===== src/hw/rtl/bmcf_pkg.sv =====
// shared types and constants for the batch median current filter
package bmcf_pkg;

   localparam int SAMPLE_BITS    = 12;
   localparam int ACC_BITS       = SAMPLE_BITS + 4;
   localparam int WINDOW_DEFAULT = 16;

   typedef logic signed [SAMPLE_BITS-1:0] sample_type;
   typedef logic signed [ACC_BITS-1:0]    acc_type;

   typedef struct packed {
      sample_type sample_low;
      sample_type sample_high;
   } req_type;

   typedef struct packed {
      sample_type current_low;
      sample_type current_high;
   } rsp_type;

endpackage


===== src/hw/rtl/batch_median_current_filter.sv =====
// top level: two-channel batch median filter with exponential smoothing
// throughput: one request per cycle, but requests stall after each batch of WINDOW until its fold
// the request that completes a batch is sorted into the lane buffers, then the fold registers the result
// the stall covers the fold of both medians into the accumulators in the merge stage
// it grows while a finished result waits on rsp_stall
// reset (synchronous, active high) clears fill count, pending flag, accumulators and result valid
module batch_median_current_filter #(
   parameter int WINDOW = bmcf_pkg::WINDOW_DEFAULT
) (
   input  logic              clock,
   input  logic              reset,
   input  logic              req_valid,
   output logic              req_stall,
   input  bmcf_pkg::req_type req_data,
   output logic              rsp_valid,
   input  logic              rsp_stall,
   output bmcf_pkg::rsp_type rsp_data
);

   localparam int FW = $clog2(WINDOW);

   logic [FW-1:0]        fill_ff, fill_in;
   logic                 pending_ff, pending_in;
   logic                 accept;
   logic                 last;
   logic                 out_free;
   logic                 fold_en;
   bmcf_pkg::sample_type median_low;
   bmcf_pkg::sample_type median_high;

   // hold off requests while a completed batch waits for its fold
   assign req_stall = pending_ff;
   assign accept    = req_valid && !pending_ff;
   assign last      = fill_ff == FW'(WINDOW - 1);

   // fold once the result register can take the new result
   assign fold_en   = pending_ff && out_free;

   always_comb begin
      fill_in    = fill_ff;
      pending_in = pending_ff;
      if (accept) begin
         fill_in = last ? '0 : fill_ff + FW'(1);
         if (last) begin
            pending_in = 1'b1;
         end
      end else if (fold_en) begin
         pending_in = 1'b0;
      end
   end

   always_ff @(posedge clock) begin
      if (reset) begin
         fill_ff    <= '0;
         pending_ff <= 1'b0;
      end else begin
         fill_ff    <= fill_in;
         pending_ff <= pending_in;
      end
   end

   // low-side lane
   bmcf_lane #(
      .WINDOW (WINDOW),
      .FW     (FW)
   ) u_lane_low (
      .clock  (clock),
      .load   (accept),
      .fill   (fill_ff),
      .sample (req_data.sample_low),
      .median (median_low)
   );

   // high-side lane
   bmcf_lane #(
      .WINDOW (WINDOW),
      .FW     (FW)
   ) u_lane_high (
      .clock  (clock),
      .load   (accept),
      .fill   (fill_ff),
      .sample (req_data.sample_high),
      .median (median_high)
   );

   // merge: smoothing and result register
   bmcf_merge u_merge (
      .clock       (clock),
      .reset       (reset),
      .fold_en     (fold_en),
      .median_low  (median_low),
      .median_high (median_high),
      .rsp_stall   (rsp_stall),
      .rsp_valid   (rsp_valid),
      .rsp_data    (rsp_data),
      .out_free    (out_free)
   );

endmodule


===== src/hw/rtl/bmcf_lane.sv =====
// one channel lane: sorted insertion buffer with a fixed median tap
module bmcf_lane #(
   parameter int WINDOW = bmcf_pkg::WINDOW_DEFAULT,
   parameter int FW     = $clog2(WINDOW)
) (
   input  logic                 clock,
   input  logic                 load,
   input  logic [FW-1:0]        fill,
   input  bmcf_pkg::sample_type sample,
   output bmcf_pkg::sample_type median
);

   bmcf_pkg::sample_type buf_ff [WINDOW];
   bmcf_pkg::sample_type buf_in [WINDOW];
   logic [WINDOW-1:0]    held;
   logic [WINDOW-1:0]    keep;
   logic [WINDOW-1:0]    shift;

   // each cell keeps its value, takes its left neighbor, or takes the new sample
   always_comb begin
      for (int i = 0; i < WINDOW; i++) begin
         held[i]  = i < int'(fill);
         keep[i]  = held[i] && (buf_ff[i] <= sample);
         shift[i] = held[i] && (buf_ff[i] > sample);
      end
      for (int i = 0; i < WINDOW; i++) begin
         if (keep[i]) begin
            buf_in[i] = buf_ff[i];
         end else if (i > 0 && shift[(i > 0) ? i - 1 : 0]) begin
            buf_in[i] = buf_ff[(i > 0) ? i - 1 : 0];
         end else begin
            buf_in[i] = sample;
         end
      end
   end

   always_ff @(posedge clock) begin
      if (load) begin
         buf_ff <= buf_in;
      end
   end

   assign median = buf_ff[WINDOW/2];

endmodule


===== src/hw/rtl/bmcf_merge.sv =====
// smoothing accumulators for both lanes and the result register
module bmcf_merge (
   input  logic                 clock,
   input  logic                 reset,
   input  logic                 fold_en,
   input  bmcf_pkg::sample_type median_low,
   input  bmcf_pkg::sample_type median_high,
   input  logic                 rsp_stall,
   output logic                 rsp_valid,
   output bmcf_pkg::rsp_type    rsp_data,
   output logic                 out_free
);

   localparam int DW = bmcf_pkg::ACC_BITS + 1;

   bmcf_pkg::acc_type acc_low_ff, acc_low_in;
   bmcf_pkg::acc_type acc_high_ff, acc_high_in;
   logic              valid_ff, valid_in;
   bmcf_pkg::rsp_type data_ff, data_in;

   // acc + (median*8 - acc)/8, division toward zero
   function automatic bmcf_pkg::acc_type fold(bmcf_pkg::acc_type acc,
                                              bmcf_pkg::sample_type med);
      logic signed [DW-1:0] diff;
      logic signed [DW-1:0] biased;
      logic signed [DW-1:0] quot;
      diff   = (DW'(med) <<< 3) - DW'(acc);
      biased = diff + (diff[DW-1] ? DW'(7) : DW'(0));
      quot   = biased >>> 3;
      return acc + bmcf_pkg::ACC_BITS'(quot);
   endfunction

   // acc / 8 toward zero
   function automatic bmcf_pkg::sample_type scale(bmcf_pkg::acc_type acc);
      bmcf_pkg::acc_type biased;
      bmcf_pkg::acc_type quot;
      biased = acc + (acc[bmcf_pkg::ACC_BITS-1] ? bmcf_pkg::ACC_BITS'(7)
                                                : bmcf_pkg::ACC_BITS'(0));
      quot   = biased >>> 3;
      return bmcf_pkg::SAMPLE_BITS'(quot);
   endfunction

   assign out_free = !valid_ff || !rsp_stall;

   always_comb begin
      acc_low_in  = acc_low_ff;
      acc_high_in = acc_high_ff;
      data_in     = data_ff;
      valid_in    = valid_ff && rsp_stall;
      if (fold_en) begin
         acc_low_in           = fold(acc_low_ff, median_low);
         acc_high_in          = fold(acc_high_ff, median_high);
         data_in.current_low  = scale(acc_low_in);
         data_in.current_high = scale(acc_high_in);
         valid_in             = 1'b1;
      end
   end

   always_ff @(posedge clock) begin
      if (reset) begin
         acc_low_ff  <= '0;
         acc_high_ff <= '0;
         valid_ff    <= 1'b0;
      end else begin
         acc_low_ff  <= acc_low_in;
         acc_high_ff <= acc_high_in;
         valid_ff    <= valid_in;
      end
   end

   always_ff @(posedge clock) begin
      data_ff <= data_in;
   end

   assign rsp_valid = valid_ff;
   assign rsp_data  = data_ff;

endmodule

===== config.mk =====
export PLATFORM = sky130hd
export DESIGN_NAME = batch_median_current_filter
export DESIGN_NICKNAME = d
export VERILOG_FILES = /design/src/hw/rtl/bmcf_pkg.sv /design/src/hw/rtl/batch_median_current_filter.sv /design/src/hw/rtl/bmcf_lane.sv /design/src/hw/rtl/bmcf_merge.sv
export SDC_FILE = /design/constraint.sdc
export NUM_CORES = 1
export LEC_CHECK = 0
export ABC_AREA = 1
export ABC_CLOCK_PERIOD_IN_PS = 9500
export BUFFER_PORTS_ARGS = -buffer_cell sky130_fd_sc_hd__buf_2
export CORE_UTILIZATION = 25
export CTS_BUF_LIST = sky130_fd_sc_hd__clkbuf_8
export CTS_CLUSTER_SIZE = 12
export DETAILED_ROUTE_END_ITERATION = 8
export PLACE_DENSITY = 0.35
export SETUP_SLACK_MARGIN = 0.2
export SLEW_MARGIN = 25
export SYNTH_ARGS = -nofsm -noshare
export SYNTH_HDL_FRONTEND = slang
export SYNTH_SLANG_ARGS = --single-unit

===== constraint.sdc =====
create_clock -name clock -period 9.5 [get_ports clock]
set_input_delay 0.475 -clock clock [delete_from_list [all_inputs] [get_ports clock]]
set_output_delay 0.475 -clock clock [all_outputs]
set_load 0.005 [all_outputs]

==> impl_metrics.toml <==
[status]
status = "finished, final reports clean"

[power_and_ir_drop]
ir_drop_uv = 81.2
power.share.clock = 0.353
p_seq_frac = 0.452
pwr-share-comb = 0.195
total_power_mw = 3.24
swShare = 0.318
powerDensity_mw_per_mm2 = 140
internal-power_mw = 2.21
power.switching_mw = 1.03
p_leak_nw = 10.3

[clock_network]
ctsResizeCount = 0
cts_made_buffers = 57
cts.sinks = 278
root_buffer = "clkbuf_8"
clk_latency_ps = 690
h-tree-depth = 2
cts_tree = "yes"
clk_pin_slew_ps = 60
cts_buffer_depth = 3

[global_routing]
grt_max_degree = 42
antenna_found_initial = 1
grt_pass1_vias = 16400
track_usage = 0.128
grt_first_pass_wirelength_um = 84000
overflow = 0

[place]
io_buffers = 53
dpl_cell_area_mm2 = 0.0219
dpl.hpwl_um = 41800
globalplace.congestion = 0.843

[yosys]
synth_area_leaders = "edfxtp_1, ha_1, nand2_1"
synth_fp_nets = 2768
yosysWarnings = 0
netlist.area_leader.share = 0.355
synth-async-reset-ratio = 0
ys_ff_latch = 278
synth-edff-count = 240
synth_area_mm2 = 0.0203
synthDistinctLibCells = 47
ys_seq_area_frac = 0.393
synth_area_leader_cell = "edfxtp_1"
ys.flop_type = "edfxtp_1"
synth_cells = 2460
avgSynthCellArea_um2 = 8.25

[setup_path]
ff2ff_path_depth = 31
end_kind = "register"
critPathSlowestCell = "edfxtp_1"
cp_common_cell = "nand2_1"
crit_path_start_kind = "register"
r2r_slack_ps = 4460
required_ps = 9910
worst_r2r_startpoint = "u_lane_low.median[11]"
arrival_ps = 5450
cp_top_family = "simple AND/OR/NAND/NOR gates"
cp_max_fo = 10
r2r-end = "u_merge.rsp_data[17]"
worst-setup-path-type = "reg2reg"
cpPeakStageDelay_ps = 440
crit_buf_inv = 4

[cells_and_area]
post_route_cells_drive_above_1_share = 0.0777
nFillCells = 8704
fin_area_mm2 = 0.0231
synthToLayoutAreaGrowth_pct = 13.9
nets = 2880

[sta]
max_freq_mhz = 198
slew_headroom = 0.379
setup-tns-final_ps = 0
setup_viol = 0
rsz0062_at_grt = "false"
fin_skew_ps = 61.9
holdWs_ps = 105
fin_crit_ps = 5040
tightest_slew_ps = 930
hold_violations = 0
slew_violations = 0
finalCritPeriodShare = 0.531

[detailed_routing]
drt_iter0_drc = 723
wl_met1_um = 23800
met3_wirelength_um = 1630
wl_met2_um = 25800
via_count = 16500
wl_per_cell_um = 14.3
drtAntennaViolNets = 0
first_pass_iters = 5
drcViolationCount = 0
drt_wl_total_um = 52600
topRoutingLayerUsed = "met4"
avgViaCountPerCell = 4.49

[worst_hold_path]
worstHoldStart = "rsp_stall"
min_to = "u_merge.rsp_valid"
hold_depth = 3
hold_path_class = "in2reg"

[die]
die_h_um = 287
initial_core_util = 0.252
rows = 104
die_w_um = 287
io_pins = 54
core_area_mm2 = 0.0804
die_area_mm2 = 0.0823

[run]
drv_cap = 0
==> cells by family after synthesis <==
kind of cell | Yosys count | synth area share
AOI/OAI and AO/OA | 562 | 0.147
adders and majority gates | 280 | 0.173
buffers and inverters | 355 | 0.0657
and+or+nand+nor | 939 | 0.200
xor gates and xnor gates | 46 | 0.0206
DFF | 278 | 0.393
==> state kept, by name, summed over array words and instances, names as in the netlist <==
name                 count
fill_ff                  4
req_stall                1
u_lane_high.buf_ff      96
u_lane_high.median      12
u_lane_low.buf_ff       96
u_lane_low.median       12
u_merge.acc_high_ff     16
u_merge.acc_low_ff      16
u_merge.rsp_data        24
u_merge.rsp_valid        1
==> cell usage after synthesis (2+ instances only) <==
library cell,number
nor3_1,16
nor2_8,3
and2_1,6
clkbuf_1,44
nor4_1,5
o21ai_1,10
xor2_1,35
o21bai_1,5
nand3_2,4
xor2_2,2
a31oi_1,6
dfxtp_1,38
xnor2_1,9
nor2_1,221
nand4_1,52
o22ai_1,8
o41ai_1,5
edfxtp_1,240
nand2_1,502
a211oi_1,3
a221oi_1,3
inv_2,11
o31ai_1,2
o21a_1,16
nand3b_1,10
inv_1,276
fa_1,2
o21ai_0,190
o211ai_1,9
nand2_2,22
and3_1,2
a21oi_1,292
ha_1,278
a21o_1,11
clkinv_1,23
nand2_4,3
nand3_1,76
nor2_2,7
or2_2,5
==> layout by cell type, fill, tap and decap left out, types with 6 or more instances in the layout <==
cell           count
a21o_1            11
a21oi_1          290
and2_1             6
buf_2             53
buf_4             23
clkbuf_8          58
clkinv_1          37
dfxtp_1           38
dlygate4sd3_1     22
edfxtp_1         240
ha_1             278
inv_1            300
inv_2             11
nand2_1          501
nand2_2           23
nand3_1           76
nand3b_1          10
nand4_1           52
nor2_1           221
nor2_2             7
nor3_1            16
o211ai_1           9
o21a_1            16
o21ai_0          190
o21ai_1           10
o22ai_1            8
xnor2_1            9
xor2_1            35
==> routing by layer <==
layer  GRT usage  up-vias
li1            -     8714
met1       0.152     7521
met2       0.231      202
met3      0.0198       88
met4      0.0428        0
met5           0        -
==> worst reg2reg max path: cells and delay by family, from the launching register on <==
family / cells / cell delay (ps)
buffers and inverters: 4 / 340
flip-flops: 1 / 440
AO/OA/AOI/OAI: 3 / 670
adder cells (fa/ha/maj): 2 / 750
AND/OR/NAND/NOR: 22 / 2620
==> metrics by stage <==
stage          std cells  utilization  setup WS [ps]
2_1_floorplan       2460            -           5460
3_3_place_gp        3551        0.272           4470
3_5_place_dp        3551        0.272           4470
4_1_cts             3674        0.287           4490
5_1_grt             3677        0.287           3940
6_report            3677        0.287           4460
==> how the worst max path moves through the flow <==
| stage | startpoint | end | slack, ps | cells past startpoint |
|---|---|---|---|---|
| 2_1_floorplan | u_lane_low.median[11] | u_merge.rsp_data[21] | 5460 | 23 |
| 3_3_place_gp | u_lane_high.median[11] | u_merge.rsp_data[9] | 4470 | 22 |
| 3_5_place_dp | u_lane_low.median[11] | u_merge.rsp_data[17] | 4470 | 31 |
| 4_1_cts | u_lane_low.median[11] | u_merge.rsp_data[17] | 4490 | 31 |
| 5_1_grt | u_merge.acc_low_ff[15] | u_merge.rsp_data[17] | 3940 | 32 |
| 6_report | u_lane_low.median[11] | u_merge.rsp_data[17] | 4460 | 31 |
==> area by class of cell <==
type | count | area, um^2 | area share
timing repair buffer | 98 | 658 | 0.0285
clock buffer | 58 | 798 | 0.0345
antenna | 3 | 7.51 | 0.000325
tap | 1060 | 1330 | 0.0574
clock inverter | 43 | 185 | 0.00801
multi-input combinational | 1827 | 11000 | 0.476
inverter | 310 | 1160 | 0.0504
sequential | 278 | 7970 | 0.345
==> timing repair <==
action / in CTS / in global routing
setup endpoints to repair: 0 / 0
hold buffers: 22 / 0
buffers inserted: 0 / 0
endpoints found under the hold margin: 22 / 0
==> power groups by stage <==
| stage | registers (mW) | logic [mW] | clock network [mW] |
|---|---|---|---|
| 3_3_place_gp | 1.49 | 0.627 | 0 |
| 2_1_floorplan | 1.47 | 0.464 | 0 |
| 5_1_grt | 1.47 | 0.732 | 1.26 |
| 4_1_cts | 1.46 | 0.647 | 1.22 |
| 6_report | 1.46 | 0.633 | 1.14 |
| 3_5_place_dp | 1.49 | 0.636 | 0 |
Power figures use the tool's default switching activity.
